[src/rtl/core/hfna_pkg.sv]
// Shared types, constants and helper functions of the hole-fill block.
// Used by every module under rtl/core; depends on nothing.
package hfna_pkg;

    // Frame limits
    localparam int MAX_WIDTH  = 1024;
    localparam int MAX_HEIGHT = 1024;

    // Column index, width value, row index and height value widths
    localparam int COL_W = $clog2(MAX_WIDTH);
    localparam int WSZ_W = $clog2(MAX_WIDTH + 1);
    localparam int ROW_W = $clog2(MAX_HEIGHT);
    localparam int HSZ_W = $clog2(MAX_HEIGHT + 1);

    // Fixed field widths of the ports
    localparam int CFG_W  = 11;
    localparam int CIDX_W = 2;
    localparam int POS_W  = 10;
    localparam int CH_W   = 8;

    // Queue between front and back end, power of two
    localparam int Q_DEPTH = 2;
    localparam int QPTR_W  = $clog2(Q_DEPTH);
    localparam int QCNT_W  = $clog2(Q_DEPTH + 1);

    // Reciprocal of three for the 3-neighbour average
    localparam int RECIP3       = 683;
    localparam int RECIP3_SHIFT = 11;

    typedef enum logic [CIDX_W-1:0] {
        CFG_WIDTH  = 2'd0,
        CFG_HEIGHT = 2'd1,
        CFG_MONO   = 2'd2
    } t_cfg_idx;

    typedef enum logic {
        REQ_PIXEL = 1'b0,
        REQ_DRAIN = 1'b1
    } t_req;

    typedef struct packed {
        logic [CH_W-1:0] red;
        logic [CH_W-1:0] green;
        logic [CH_W-1:0] blue;
    } t_pix;

    // One unit of work for the back end
    typedef struct packed {
        logic             emit;       // produce an output word
        logic             store;      // write the pixel into the raw line
        logic [ROW_W-1:0] row;
        logic [COL_W-1:0] col;
        logic             down_ok;
        logic             right_ok;
        logic             up_ok;
        logic             left_ok;
        logic             frame_end;
        t_pix             pix;        // raw pixel, also the lower neighbour
    } t_op;

    // Clamp a configured width to 1..MAX_WIDTH
    function automatic logic [WSZ_W-1:0] eff_width(input logic [CFG_W-1:0] v);
        logic [WSZ_W-1:0] e;
        if (v == '0) begin
            e = WSZ_W'(1);
        end else if (32'(v) > MAX_WIDTH) begin
            e = WSZ_W'(MAX_WIDTH);
        end else begin
            e = WSZ_W'(v);
        end
        return e;
    endfunction

    // Clamp a configured height to 1..MAX_HEIGHT
    function automatic logic [HSZ_W-1:0] eff_height(input logic [CFG_W-1:0] v);
        logic [HSZ_W-1:0] e;
        if (v == '0) begin
            e = HSZ_W'(1);
        end else if (32'(v) > MAX_HEIGHT) begin
            e = HSZ_W'(MAX_HEIGHT);
        end else begin
            e = HSZ_W'(v);
        end
        return e;
    endfunction

    // Truncated average of up to four 8-bit values, given their sum
    function automatic logic [CH_W-1:0] avg_div(input logic [CH_W+1:0] sum,
                                                input logic [2:0] cnt);
        logic [2*(CH_W+2)-1:0] prod;
        logic [CH_W-1:0]       q;
        prod = (2*(CH_W+2))'(sum) * (2*(CH_W+2))'(RECIP3);
        unique case (cnt)
            3'd1:    q = sum[CH_W-1:0];
            3'd2:    q = sum[CH_W:1];
            3'd3:    q = prod[RECIP3_SHIFT +: CH_W];
            3'd4:    q = sum[CH_W+1:2];
            default: q = '0;
        endcase
        return q;
    endfunction

endpackage

[src/rtl/core/hfna_queue.sv]
// Short work queue between the front end and the back end.
// Holds hfna_pkg::t_op words; depends on hfna_pkg.
module hfna_queue (
    input  logic          i_clk,
    input  logic          i_rst_n,
    input  logic          i_push,
    input  hfna_pkg::t_op i_data,
    output logic          o_full,
    output logic          o_valid,
    output hfna_pkg::t_op o_data,
    input  logic          i_pop
);

    hfna_pkg::t_op               r_slot [hfna_pkg::Q_DEPTH];
    logic [hfna_pkg::QPTR_W-1:0] r_wr_ptr;
    logic [hfna_pkg::QPTR_W-1:0] r_rd_ptr;
    logic [hfna_pkg::QCNT_W-1:0] r_count, n_count;
    logic                        do_push;
    logic                        do_pop;

    assign o_full  = (r_count == hfna_pkg::QCNT_W'(hfna_pkg::Q_DEPTH));
    assign o_valid = (r_count != '0);
    assign o_data  = r_slot[r_rd_ptr];
    assign do_push = i_push && !o_full;
    assign do_pop  = i_pop && o_valid;

    // Track occupancy
    always_comb begin
        n_count = r_count;
        if (do_push && !do_pop) begin
            n_count = r_count + hfna_pkg::QCNT_W'(1);
        end else if (do_pop && !do_push) begin
            n_count = r_count - hfna_pkg::QCNT_W'(1);
        end
    end

    // Advance pointers
    always_ff @(posedge i_clk) begin
        if (!i_rst_n) begin
            r_wr_ptr <= '0;
            r_rd_ptr <= '0;
            r_count  <= '0;
        end else begin
            r_count <= n_count;
            if (do_push) begin
                r_wr_ptr <= r_wr_ptr + hfna_pkg::QPTR_W'(1);
            end
            if (do_pop) begin
                r_rd_ptr <= r_rd_ptr + hfna_pkg::QPTR_W'(1);
            end
        end
    end

    // Store words
    always_ff @(posedge i_clk) begin
        if (do_push) begin
            r_slot[r_wr_ptr] <= i_data;
        end
    end

endmodule

[config.mk]
export PLATFORM = sky130hd
export DESIGN_NAME = hfna_queue
export DESIGN_NICKNAME = d
export VERILOG_FILES = /design/src/rtl/core/hfna_pkg.sv /design/src/rtl/core/hfna_queue.sv
export SDC_FILE = /design/constraint.sdc
export NUM_CORES = 1
export LEC_CHECK = 0
export BUFFER_PORTS_ARGS = -buffer_cell sky130_fd_sc_hd__buf_2
export CORE_MARGIN = 2
export CORE_UTILIZATION = 51
export DETAILED_ROUTE_END_ITERATION = 10
export PLACE_DENSITY = 0.78
export SKIP_CTS_REPAIR_TIMING = 1
export SLEW_MARGIN = 10
export SYNTH_ARGS = -nofsm -noshare
export SYNTH_HDL_FRONTEND = slang
export SYNTH_SLANG_ARGS = --single-unit
export TNS_END_PERCENT = 50
[constraint.sdc]
create_clock -name i_clk -period 3.8 [get_ports i_clk]
set_clock_uncertainty 0.2 [all_clocks]
set_input_delay 0.19 -clock i_clk [delete_from_list [all_inputs] [get_ports i_clk]]
set_output_delay 0.19 -clock i_clk [all_outputs]
set_load 0.005 [all_outputs]
==> results.json <==
{
  "synthArstFlopShare": 0,
  "fin_crit_sh": 0.655,
  "start_util": 0.533,
  "post_dp_cell_area_sq_um": 4570,
  "hold_class": "in2reg",
  "vias": 2199,
  "gp_congestion": 0.695,
  "clk_pin_slew_worst_paths_ns": 0.09,
  "antenna_found_initial": 0,
  "hold_ws_ns": 0.106,
  "synthToLayoutAreaGrowth_pct": 35.2,
  "yosysWarnings": 0,
  "fin_util": 0.720,
  "status": "finished, final reports clean",
  "drc": 0,
  "tightest_slew_ns": 0.736,
  "synth_ff_type": "edfxtp_1",
  "drv_cap": 0,
  "wl_per_cell_um": 14.9,
  "clk_path_buf_depth": 2,
  "drt-initial-drc-count": 71,
  "grt_overflow": 0,
  "crit_fanout": 31,
  "crit_required_ns": 3.41,
  "viasPerCell": 4.81,
  "synth_edf_count": 102,
  "netlist-cell-type-count": 21,
  "yosysSeqAreaShare": 0.810,
  "crit_arrival_ns": 2.10,
  "clk-insertion-delay-late_ns": 0.35,
  "power.density_nw_per_um2": 552,
  "cts_buffers": 9,
  "place_inst": 388,
  "drtPass1Iterations": 4,
  "fin_cells": 457,
  "std_cell_rows": 31,
  "setup_viol": 0,
  "ys_ff_latch": 107,
  "final_common_cell": "buf_2",
  "die_area_sq_um": 8370,
  "max_freq_ghz": 0.402,
  "syn_area_sq_um": 3900,
  "p_leak_nw": 2.00,
  "syn_inst": 184,
  "avgSynthCellArea_sq_um": 21.2,
  "ant_nets": 0,
  "hpwl_mm": 4.19,
  "critPathLaunchType": "flip-flop",
  "coreArea_sq_um": 7330,
  "slew_viol_final": 0,
  "port-buffer-count": 107,
  "grt_pass1_vias": 2058,
  "ir_worst_vdd_v": 0.000437,
  "dieHeight_um": 91.5,
  "grt_pass1_wl_mm": 9.78,
  "cts_sinks": 107,
  "layout-drive-gt1-share": 0.508,
  "io_pins": 108,
  "cts_tree": "yes",
  "cts_root_buf": "clkbuf_8",
  "final_area_sq_um": 5280,
  "timing.final.crit_period_ns": 2.49,
  "antenna_cells": 0,
  "worstSetupPathType": "reg2out",
  "grt_max_degree": 32,
  "synth_nets": 240,
  "wl_mm": 6.83,
  "cts.htree.levels": 3,
  "die_x_um": 91.5,
  "crit_path_end_kind": "primary output",
  "hold_viol_final": 0,
  "layout_common_cells": "buf_2, edfxtp_1, dlygate4sd3_1",
  "finalSetupTns_ns": 0,
  "nNetsFinal": 409,
  "grt_use_total": 0.154,
  "rsz0062_at_grt": "false",
  "slew_headroom": 0.509
}
-- worst paths after layout --
| path | startpoint | depth (start not counted) | end | slack [ns] |
|---|---|---|---|---|
| max | flip-flop | 3 | o_data[50] | 1.31 |
| min | i_pop | 4 | r_rd_ptr | 0.11 |
| max reg2reg | r_count[0] | 3 | r_slot[1][44] | 1.62 |
| min reg2reg | r_count[1] | 2 | r_count[1] | 0.34 |
-- synth_stat cells, drive strengths merged, types with 2 or more instances --
master	count	area, sq um
edfxtp	102	3060
mux2	51	574
buf	6	30.0
dfxtp	5	100
and2	3	18.8
a21boi	2	15.0
inv	2	7.50
o21ai	2	10.0
xnor2	2	17.5
-- report_power, final --
group / switching, mW / internal, mW
Sequential: 0.0872 / 1.48
Combinational: 0.317 / 0.415
Clock: 0.370 / 0.243
-- metrics by stage --
stage	power, mW	setup slack, ns
floorplan	2.00	0.563
global placement	2.27	1.61
detailed placement	2.29	1.57
CTS	2.91	1.27
global route	3.07	1.16
finish	2.91	1.31
-- layer usage --
layer	track usage	up-vias	part of all wire
met5	0	-	0
met4	0.0745	0	0.012
met3	0.0365	7	0.052
met2	0.252	71	0.52
met1	0.192	1071	0.42
li1	-	1050	-
-- cells by family (layout without fill, tap and decap cells) --
| group | count (synthesis) | in the layout | synth area share |
|---|---|---|---|
| multiplexers | 51 | 51 | 0.147 |
| buffers and inverters | 8 | 182 | 0.00961 |
| adder cells (fa/ha/maj) | 1 | 1 | 0.00320 |
| flip-flops | 107 | 107 | 0.810 |
| AND/OR/NAND/NOR | 9 | 9 | 0.0147 |
| AO/OA/AOI/OAI | 5 | 5 | 0.00833 |
| XOR/XNOR | 3 | 3 | 0.00673 |
-- flip-flops by register name, indices dropped and copies added, names as in the netlist, named ones only --
signal and flops:
r_slot 102, r_count 2, r_rd_ptr 1, r_wr_ptr 1
-- layout make-up --
type / instances / area, sq um
clock buffers: 9 / 124
flip-flops and latches: 107 / 3160
inverters: 2 / 7.51
well taps: 99 / 124
clock inverters: 7 / 52.6
repair buffers: 164 / 1100
fillers: 485 / 2050
multi-input cells: 69 / 711
-- critical path, stage by stage, from the launching register on --
cell and delay (ns):
dfxtp_2 0.82, buf_4 0.41, mux2_2 0.38, buf_2 0.13
(Power assumes the default switching activity.)
