`src/rtl/core/hfna_pkg.sv`:
```
// Shared types, constants and helper functions of the hole-fill block.
// Used by every module under rtl/core; depends on nothing.
package hfna_pkg;

    // Frame limits
    localparam int MAX_WIDTH  = 1024;
    localparam int MAX_HEIGHT = 1024;

    // Column index, width value, row index and height value widths
    localparam int COL_W = $clog2(MAX_WIDTH);
    localparam int WSZ_W = $clog2(MAX_WIDTH + 1);
    localparam int ROW_W = $clog2(MAX_HEIGHT);
    localparam int HSZ_W = $clog2(MAX_HEIGHT + 1);

    // Fixed field widths of the ports
    localparam int CFG_W  = 11;
    localparam int CIDX_W = 2;
    localparam int POS_W  = 10;
    localparam int CH_W   = 8;

    // Queue between front and back end, power of two
    localparam int Q_DEPTH = 2;
    localparam int QPTR_W  = $clog2(Q_DEPTH);
    localparam int QCNT_W  = $clog2(Q_DEPTH + 1);

    // Reciprocal of three for the 3-neighbour average
    localparam int RECIP3       = 683;
    localparam int RECIP3_SHIFT = 11;

    typedef enum logic [CIDX_W-1:0] {
        CFG_WIDTH  = 2'd0,
        CFG_HEIGHT = 2'd1,
        CFG_MONO   = 2'd2
    } t_cfg_idx;

    typedef enum logic {
        REQ_PIXEL = 1'b0,
        REQ_DRAIN = 1'b1
    } t_req;

    typedef struct packed {
        logic [CH_W-1:0] red;
        logic [CH_W-1:0] green;
        logic [CH_W-1:0] blue;
    } t_pix;

    // One unit of work for the back end
    typedef struct packed {
        logic             emit;       // produce an output word
        logic             store;      // write the pixel into the raw line
        logic [ROW_W-1:0] row;
        logic [COL_W-1:0] col;
        logic             down_ok;
        logic             right_ok;
        logic             up_ok;
        logic             left_ok;
        logic             frame_end;
        t_pix             pix;        // raw pixel, also the lower neighbour
    } t_op;

    // Clamp a configured width to 1..MAX_WIDTH
    function automatic logic [WSZ_W-1:0] eff_width(input logic [CFG_W-1:0] v);
        logic [WSZ_W-1:0] e;
        if (v == '0) begin
            e = WSZ_W'(1);
        end else if (32'(v) > MAX_WIDTH) begin
            e = WSZ_W'(MAX_WIDTH);
        end else begin
            e = WSZ_W'(v);
        end
        return e;
    endfunction

    // Clamp a configured height to 1..MAX_HEIGHT
    function automatic logic [HSZ_W-1:0] eff_height(input logic [CFG_W-1:0] v);
        logic [HSZ_W-1:0] e;
        if (v == '0) begin
            e = HSZ_W'(1);
        end else if (32'(v) > MAX_HEIGHT) begin
            e = HSZ_W'(MAX_HEIGHT);
        end else begin
            e = HSZ_W'(v);
        end
        return e;
    endfunction

    // Truncated average of up to four 8-bit values, given their sum
    function automatic logic [CH_W-1:0] avg_div(input logic [CH_W+1:0] sum,
                                                input logic [2:0] cnt);
        logic [2*(CH_W+2)-1:0] prod;
        logic [CH_W-1:0]       q;
        prod = (2*(CH_W+2))'(sum) * (2*(CH_W+2))'(RECIP3);
        unique case (cnt)
            3'd1:    q = sum[CH_W-1:0];
            3'd2:    q = sum[CH_W:1];
            3'd3:    q = prod[RECIP3_SHIFT +: CH_W];
            3'd4:    q = sum[CH_W+1:2];
            default: q = '0;
        endcase
        return q;
    endfunction

endpackage

```
`src/rtl/core/hfna_front.sv`:
```
// Front end: accepts pixel and drain words, tracks frame position,
// classifies each word and pushes work into the queue. Uses hfna_pkg.
module hfna_front (
    input  logic                        i_clk,
    input  logic                        i_rst_n,
    input  logic                        i_in_valid,
    output logic                        o_in_ready,
    input  logic                        i_req_type,
    input  logic [hfna_pkg::CH_W-1:0]   i_in_blue,
    input  logic [hfna_pkg::CH_W-1:0]   i_in_green,
    input  logic [hfna_pkg::CH_W-1:0]   i_in_red,
    input  logic [hfna_pkg::WSZ_W-1:0]  i_width,
    input  logic [hfna_pkg::HSZ_W-1:0]  i_height,
    input  logic                        i_q_full,
    output logic                        o_push,
    output hfna_pkg::t_op               o_op
);

    logic [hfna_pkg::HSZ_W-1:0] r_in_row, n_in_row;
    logic [hfna_pkg::COL_W-1:0] r_in_col, n_in_col;
    logic [hfna_pkg::ROW_W-1:0] r_out_row, n_out_row;
    logic [hfna_pkg::COL_W-1:0] r_out_col, n_out_col;

    logic                       accept;
    logic [hfna_pkg::COL_W-1:0] c_in;
    logic [hfna_pkg::COL_W-1:0] c_out;
    logic [hfna_pkg::WSZ_W-1:0] c_in_next;
    logic [hfna_pkg::WSZ_W-1:0] c_out_next;

    assign o_in_ready = !i_q_full;
    assign accept     = i_in_valid && !i_q_full;

    // Wrap stale columns back to zero against the current width
    assign c_in       = (hfna_pkg::WSZ_W'(r_in_col) >= i_width) ? '0 : r_in_col;
    assign c_out      = (hfna_pkg::WSZ_W'(r_out_col) >= i_width) ? '0 : r_out_col;
    assign c_in_next  = hfna_pkg::WSZ_W'(c_in) + hfna_pkg::WSZ_W'(1);
    assign c_out_next = hfna_pkg::WSZ_W'(c_out) + hfna_pkg::WSZ_W'(1);

    // Classify the word and advance the position counters
    always_comb begin
        n_in_row  = r_in_row;
        n_in_col  = r_in_col;
        n_out_row = r_out_row;
        n_out_col = r_out_col;
        o_push    = 1'b0;
        o_op      = '0;
        o_op.pix  = '{red: i_in_red, green: i_in_green, blue: i_in_blue};
        if (accept) begin
            if (i_req_type == hfna_pkg::REQ_PIXEL) begin
                // Drop pixels once the whole frame is in
                if (r_in_row < i_height) begin
                    o_push         = 1'b1;
                    o_op.store     = 1'b1;
                    o_op.emit      = (r_in_row != '0);
                    o_op.row       = hfna_pkg::ROW_W'(r_in_row - hfna_pkg::HSZ_W'(1));
                    o_op.col       = c_in;
                    o_op.down_ok   = 1'b1;
                    o_op.right_ok  = (c_in_next < i_width);
                    o_op.up_ok     = (r_in_row > hfna_pkg::HSZ_W'(1));
                    o_op.left_ok   = (c_in != '0);
                    o_op.frame_end = 1'b0;
                    if (c_in_next >= i_width) begin
                        n_in_col = '0;
                        n_in_row = r_in_row + hfna_pkg::HSZ_W'(1);
                    end else begin
                        n_in_col = hfna_pkg::COL_W'(c_in_next);
                    end
                    n_out_row = (n_in_row != '0)
                              ? hfna_pkg::ROW_W'(n_in_row - hfna_pkg::HSZ_W'(1)) : '0;
                    n_out_col = n_in_col;
                end
            end else begin
                // Drain only after the whole frame is in
                if (r_in_row >= i_height) begin
                    o_push         = 1'b1;
                    o_op.store     = 1'b0;
                    o_op.emit      = 1'b1;
                    o_op.row       = r_out_row;
                    o_op.col       = c_out;
                    o_op.down_ok   = 1'b0;
                    o_op.right_ok  = (c_out_next < i_width);
                    o_op.up_ok     = (r_out_row != '0);
                    o_op.left_ok   = (c_out != '0);
                    o_op.frame_end = (c_out_next >= i_width);
                    if (c_out_next >= i_width) begin
                        n_in_row  = '0;
                        n_in_col  = '0;
                        n_out_row = '0;
                        n_out_col = '0;
                    end else begin
                        n_out_col = hfna_pkg::COL_W'(c_out_next);
                    end
                end
            end
        end
    end

    // Hold position counters
    always_ff @(posedge i_clk) begin
        if (!i_rst_n) begin
            r_in_row  <= '0;
            r_in_col  <= '0;
            r_out_row <= '0;
            r_out_col <= '0;
        end else begin
            r_in_row  <= n_in_row;
            r_in_col  <= n_in_col;
            r_out_row <= n_out_row;
            r_out_col <= n_out_col;
        end
    end

endmodule

```
`config.mk`:
```
export PLATFORM = sky130hd
export DESIGN_NAME = hfna_front
export DESIGN_NICKNAME = d
export VERILOG_FILES = /design/src/rtl/core/hfna_pkg.sv /design/src/rtl/core/hfna_front.sv
export SDC_FILE = /design/constraint.sdc
export NUM_CORES = 1
export LEC_CHECK = 0
export BUFFER_PORTS_ARGS = -buffer_cell sky130_fd_sc_hd__buf_2
export CORE_ASPECT_RATIO = 0.8
export CORE_UTILIZATION = 30
export DETAILED_ROUTE_END_ITERATION = 8
export GPL_ROUTABILITY_DRIVEN = 0
export PLACE_DENSITY = 0.57
export SKIP_CTS_REPAIR_TIMING = 1
export SLEW_MARGIN = 10
export SYNTH_ARGS = -nofsm -noshare
export SYNTH_HDL_FRONTEND = slang
export SYNTH_SLANG_ARGS = --single-unit
export TNS_END_PERCENT = 5
```
`constraint.sdc`:
```
create_clock -name i_clk -period 5.23 [get_ports i_clk]
set_input_delay 0.2615 -clock i_clk [delete_from_list [all_inputs] [get_ports i_clk]]
set_output_delay 0.2615 -clock i_clk [all_outputs]
set_load 0.005 [all_outputs]
```
==> flow_summary.toml, run 1 <==
[detailed_routing]
via_count = 4680
drc = 0
drt_wl_total_um = 15200
firstDrtPassIters = 5
antenna_left = 0
initialDrtViolationCount = 496
wire_per_inst_um = 17.2
avgViaCountPerCell = 5.29

[floorplanning]
dieArea_mm2 = 0.0165
die_h_um = 115
die_x_um = 144
initial_core_util_pct = 30.6
ios = 104
row_count = 41
design.core.area_mm2 = 0.0157

[global_route]
grt_use_met1_pct = 29.5
use_met2_pct = 26.1
grt_max_degree = 28
overflow = 0
grt-busiest-layer = "met1"
track_usage_pct = 18.7
antenna_found_initial = 0
grt_pass1_vias = 4243
grt_util_met3_pct = 3.25
grt_pass1_wl_um = 23900

[pwr]
powerDensity_mw_per_mm2 = 155
intPower_mw = 0.599
p_comb_share_pct = 17.1
p_leak_nw = 2.46
p_sw_mw = 0.245
ir_worst_vdd_mv = 0.121
pwr-share-clk_pct = 44.6
p_seq_share_pct = 38.3
p_sw_share_pct = 29.1

[cells_and_area]
multi_input_area_mm2 = 0.00353
antenna_cells = 0
drive_above_1_share_pct = 18.4
utilization_pct = 34.7
seq_area_um2 = 822
area_delta_synth_final_pct = 13.1
nFillCells = 1697
nets = 781

[clock_network]
htree_levels = 2
cts_root_buf = "clkbuf_16"
cts.path.max_buffers = 2
cts_made_buffers = 5
clkSinkCount = 41
clkSlewWorstSetupHoldPaths_ns = 0.08
cts_tree = "built"
clk_latency_ns = 0.30

[sta]
worstMarginPinSlew_ns = 0.645
clock.fmax_mhz = 204
slew_viol_final = 0
min_period_ns = 4.90
max-slew-margin-rel_pct = 56.9
rsz0062_at_grt = "no"
setup_viol = 0
period_share_pct = 93.6
fin_skew_ns = 0.0154
setup-tns-final_ns = 0
finalHoldViolations = 0

[setup_path]
critical_path_buf_inv_count = 2
worst-setup-path-type = "flip-flop to flip-flop"
critPathTopFamily = "compound AO/OA/AOI/OAI gates"
crit_path_top_delay_cell = "or4_4"
worstPathCellList = "ha_1 -> o21a_1 -> o2111a_1 -> o31ai_1 -> o21ai_0 -> a21oi_1 -> nand2_1 -> inv_1 -> ha_2 -> nand3_4 -> nor2_1 -> xnor2_1 -> nor2_1 -> ha_1 -> nand2_1 -> or4_4 -> buf_4 -> a21oi_4 -> mux2_4 -> o2111ai_4 -> nand2_4 -> o31ai_2"
end_kind = "flip-flop"
crit_path_start_kind = "flip-flop"
crit_fanout = 8
worstPathRequired_ns = 5.45
arrival_ns = 5.11
max_stage_delay_ns = 0.56

[placement]
place_hpwl_um = 11900
port_buffers = 55

[logic_synthesis]
syn_nets = 749
yosys_register_bits = 41
syn_area_mm2 = 0.00481
netlist_instances = 636
synth.area.top_cells = "dfxtp_1, ha_1, a21oi_1, o21ai_0, xnor2_1"
synth_warnings = 0
synth_cell_type_count = 72
avgSynthCellArea_um2 = 7.56
yosysSeqAreaShare_pct = 17.1
async_reset_ff_share_pct = 0
yosys.area.top_type = "dfxtp_1"
ys_dominant_reg_cell = "dfxtp_1"
yosysTopAreaCellShare_pct = 17.1
synth_edf_count = 0

[min_path]
min_path_type = "input port to flip-flop"

[run_status]
status = "finished, final reports clean"

[run]
maxCapViolCount = 0
cells in the mapped netlist, types with 6 or more instances:
library cell  count
a211oi_1          6
a21o_1           10
a21oi_1          56
a22o_1           10
and2_1           12
and3_1            6
buf_4            25
clkbuf_1         21
dfxtp_1          41
ha_1             62
inv_1            41
nand2_1          53
nand3_1          28
nand4_1           9
nor2_1           40
nor3_1           18
nor4_1            7
o21a_1            8
o21ai_0          44
o2bb2ai_1         6
xnor2_1          23
xor2_1           14
routing by layer:
layer / wire length, um / share of wire, %
met2: 5730 / 38
met4: 142 / 0.94
met1: 8270 / 55
met3: 1020 / 6.7
met5: 0 / 0
cell families after synthesis:
| group | share of synthesized area, % |
|---|---|
| compound gates | 27.2 |
| fa+ha+maj | 16.1 |
| buf+inv | 10.5 |
| mux | 0.832 |
| xor+xnor | 7.07 |
| flops | 17.1 |
| simple gates | 21.2 |
power groups by stage:
| stage | Combinational (mW) | Clock [mW] | Sequential, mW |
|---|---|---|---|
| 2_1_floorplan | 0.103 | 0 | 0.328 |
| 3_3_place_gp | 0.142 | 0 | 0.331 |
| 3_5_place_dp | 0.143 | 0 | 0.330 |
| 4_1_cts | 0.143 | 0.381 | 0.323 |
| 5_1_grt | 0.162 | 0.397 | 0.324 |
| 6_report | 0.144 | 0.377 | 0.324 |
layout by cell type, fill, tap and decap left out, types with 6 or more instances in the layout:
cell type / Yosys / final
nand2_1: 53 / 53
a22o_1: 10 / 10
buf_4: 25 / 27
nand3_1: 28 / 27
and3_1: 6 / 6
a211oi_1: 6 / 6
a21o_1: 10 / 10
nand4_1: 9 / 9
a21oi_1: 56 / 56
xnor2_1: 23 / 23
xor2_1: 14 / 14
inv_1: 41 / 41
nor3_1: 18 / 18
nor2_1: 40 / 40
and2_1: 12 / 12
nor4_1: 7 / 7
dfxtp_1: 41 / 40
ha_1: 62 / 60
o21ai_0: 44 / 44
o21a_1: 8 / 8
buf_2: 5 / 55
final timing paths:
| kind | from | end | slack, ns | depth (start not counted) |
|---|---|---|---|---|
| max reg2reg | r_in_col[6] | r_out_row[9] | 0.33 | 22 |
| min | i_rst_n | r_out_col[4] | 0.38 | 3 |
| min reg2reg | r_out_row[1] | r_out_row[1] | 0.49 | 1 |
| max | r_in_col[6] | r_out_row[9] | 0.33 | 22 |
sequential cells by signal (all words and copies together), names as in the netlist:
signal	flops
r_in_row	11
r_in_col	10
r_out_col	10
r_out_row	10
layout make-up:
type                       instances  area share, %
clock buffer                       5           2.30
tap                              215           4.94
clock inverter                     3          0.851
multi-input combinational        494           64.9
inverter                          44           3.08
sequential                        41           15.1
timing repair buffer              82           8.78
per-stage QoR:
step,area (um^2),cells,setup WS [ns],hold WS (ns),power (mW)
global route,5440,884,0.0483,0.386,0.883
floorplan,4810,636,0.477,0.420,0.431
finish,5440,884,0.333,0.380,0.844
CTS,5390,883,0.0331,0.387,0.847
detailed placement,5210,875,0.0320,0.477,0.473
global placement,5210,875,0.130,0.474,0.473
worst register-to-register path: stages, from the launching register on:
cell	delay, ns
dfxtp_1	0.37
ha_1	0.24
o21a_1	0.16
o2111a_1	0.24
o31ai_1	0.06
o21ai_0	0.20
a21oi_1	0.26
nand2_1	0.15
inv_1	0.11
ha_2	0.22
nand3_4	0.12
nor2_1	0.17
xnor2_1	0.16
nor2_1	0.06
ha_1	0.31
nand2_1	0.07
or4_4	0.56
buf_4	0.22
a21oi_4	0.16
mux2_4	0.33
o2111ai_4	0.26
nand2_4	0.13
o31ai_2	0.27
Note: power is estimated with default switching activity, not from simulation.
==> run 2: changes to the inputs <==
--- a/config.mk
+++ b/config.mk
@@ -7,10 +7,10 @@
 export LEC_CHECK = 0
 export BUFFER_PORTS_ARGS = -buffer_cell sky130_fd_sc_hd__buf_2
 export CORE_ASPECT_RATIO = 0.8
-export CORE_UTILIZATION = 30
+export CORE_UTILIZATION = 40
 export DETAILED_ROUTE_END_ITERATION = 8
 export GPL_ROUTABILITY_DRIVEN = 0
-export PLACE_DENSITY = 0.57
+export PLACE_DENSITY = 0.7
 export SKIP_CTS_REPAIR_TIMING = 1
 export SLEW_MARGIN = 10
 export SYNTH_ARGS = -nofsm -noshare
==> flow_summary.toml, run 2 (synthesized netlist as in run 1, its figures left out) <==
[floorplanning]
dieArea_mm2 = 0.0125
ios = 104
row_count = 35
die_x_um = 125
design.core.area_mm2 = 0.0116
initial_core_util_pct = 41.5
die_h_um = 100

[min_path]
whs_path_depth = 3
min_path_type = "input port to flip-flop"

[sta]
worst_slack_ns = 0.310
clock.fmax_mhz = 203
min_period_ns = 4.92
slew_viol_final = 0
setup-tns-final_ns = 0
setup_viol = 0
period_share_pct = 94.1
worstMarginPinSlew_ns = 0.796
fin_skew_ns = 0.00479
max-slew-margin-rel_pct = 46.6
finalHoldViolations = 0

[setup_path]
worstPathRequired_ns = 5.44
crit_path_start_kind = "flip-flop"
reg2reg_depth = 23
max_stage_delay_ns = 0.48
critical_path_buf_inv_count = 3
worst-path-stages = 23
crit_fanout = 8
critPathTopFamily = "compound AO/OA/AOI/OAI gates"
worstPathCellList = "inv_1 -> ha_1 -> nand2b_1 -> a21o_1 -> a21oi_1 -> o21ai_1 -> a21oi_2 -> nand2_1 -> inv_1 -> ha_2 -> nand3_4 -> nor2_2 -> xnor2_1 -> nor2_1 -> ha_1 -> nand4_1 -> or4_4 -> buf_4 -> a21oi_4 -> mux2_4 -> o2111ai_4 -> nand2_4 -> o31ai_2"
arrival_ns = 5.13
end_kind = "flip-flop"
worst-setup-path-type = "flip-flop to flip-flop"
crit_path_top_delay_cell = "or4_4"

[detailed_routing]
firstDrtPassIters = 6
via_count = 4929
drt_wl_total_um = 15200
wire_per_inst_um = 18.9
initialDrtViolationCount = 526
drc = 0
avgViaCountPerCell = 6.11
antenna_left = 0

[clock_network]
clkSinkCount = 41
clkSlewWorstSetupHoldPaths_ns = 0.06
htree_levels = 2
cts.path.max_buffers = 2
cts_tree = "built"
cts_made_buffers = 5
clk_latency_ns = 0.29
cts_root_buf = "clkbuf_16"

[cells_and_area]
finalInstanceArea_mm2 = 0.00530
largest_reg_flops = 11
antenna_cells = 0
nets = 771
area_delta_synth_final_pct = 10.1
nFillCells = 1133
regMostFlops = "r_in_row"
seq_area_um2 = 822
layout_common_cells = "ha_1, a21oi_1, buf_2"
multi_input_area_mm2 = 0.00353
drive_above_1_share_pct = 17.6
mostFrequentLayoutCell = "ha_1"

[global_route]
grt_pass1_vias = 4624
grt_pass1_wl_um = 23800
antenna_found_initial = 0
overflow = 0
grt_max_degree = 28
track_usage_pct = 23.8

[pwr]
p_comb_share_pct = 16.6
pwr-share-clk_pct = 44.9
p_leak_nw = 2.42
p_seq_share_pct = 38.5
ir_worst_vdd_mv = 0.143
intPower_mw = 0.608
p_sw_mw = 0.234
p_sw_share_pct = 27.8
powerDensity_mw_per_mm2 = 159
power.total_mw = 0.842

[run_status]
status = "finished, final reports clean"

[placement]
dpl_cell_area_mm2 = 0.00506
place_hpwl_um = 11400
port_buffers = 55
preCtsSetupSlack_ns = 0.0239

[run]
maxCapViolCount = 0
[run 2: power by group through the flow]
stage               Combinational, mW  Sequential (mW)  Clock (mW)
floorplan                       0.103            0.328           0
global placement                0.130            0.330           0
detailed placement              0.136            0.331           0
CTS                             0.137            0.323       0.376
global route                    0.155            0.324       0.391
finish                          0.140            0.324       0.378
[run 2: through the flow]
| step | utilization (%) | hold WS (ns) | instances |
|---|---|---|---|
| 6_report | 45.6 | 0.370 | 807 |
| 3_5_place_dp | 43.6 | 0.485 | 797 |
| 5_1_grt | 45.6 | 0.371 | 807 |
| 3_3_place_gp | 43.6 | 0.473 | 797 |
| 4_1_cts | 45.1 | 0.367 | 805 |
| 2_1_floorplan | - | 0.420 | 636 |
[run 2: path summary, 6_finish.rpt]
kind	to	startpoint	slack, ns
worst min-delay path	r_out_col[6]	i_rst_n	0.37
worst max register to register	r_out_row[9]	r_in_col[0]	0.31
worst max-delay path	r_out_row[9]	r_in_col[0]	0.31
worst min register to register	r_out_row[8]	r_out_row[8]	0.50
[run 2: area by class of cell]
class | instances | area share, %
Clock inverter | 2 | 0.709
Inverter | 44 | 3.16
Clock buffer | 6 | 2.62
Sequential cell | 41 | 15.5
Multi-Input combinational cell | 494 | 66.7
Timing Repair Buffer | 72 | 7.84
Tap cell | 148 | 3.50
[run 2: worst reg2reg max path: cells and delay by family, from the launching register on]
family / cells / cell delay [ns]
AO/OA/AOI/OAI: 7 / 1.42
XOR/XNOR: 1 / 0.16
adder cells (fa/ha/maj): 3 / 0.80
buffers and inverters: 3 / 0.37
flip-flops: 1 / 0.38
multiplexers: 1 / 0.34
AND/OR/NAND/NOR: 8 / 1.36
[run 2: metal layers]
metal  global-route usage (%)  routed length (um)  vias to the layer above  share of wire [%]
li1                         -                   -                     2303                  -
met1                     31.9                6740                     2312                 44
met2                     37.2                6670                      276                 44
met3                     5.54                1560                       38                 10
met4                     8.62                 262                        0                1.7
met5                        0                   0                        -                  0
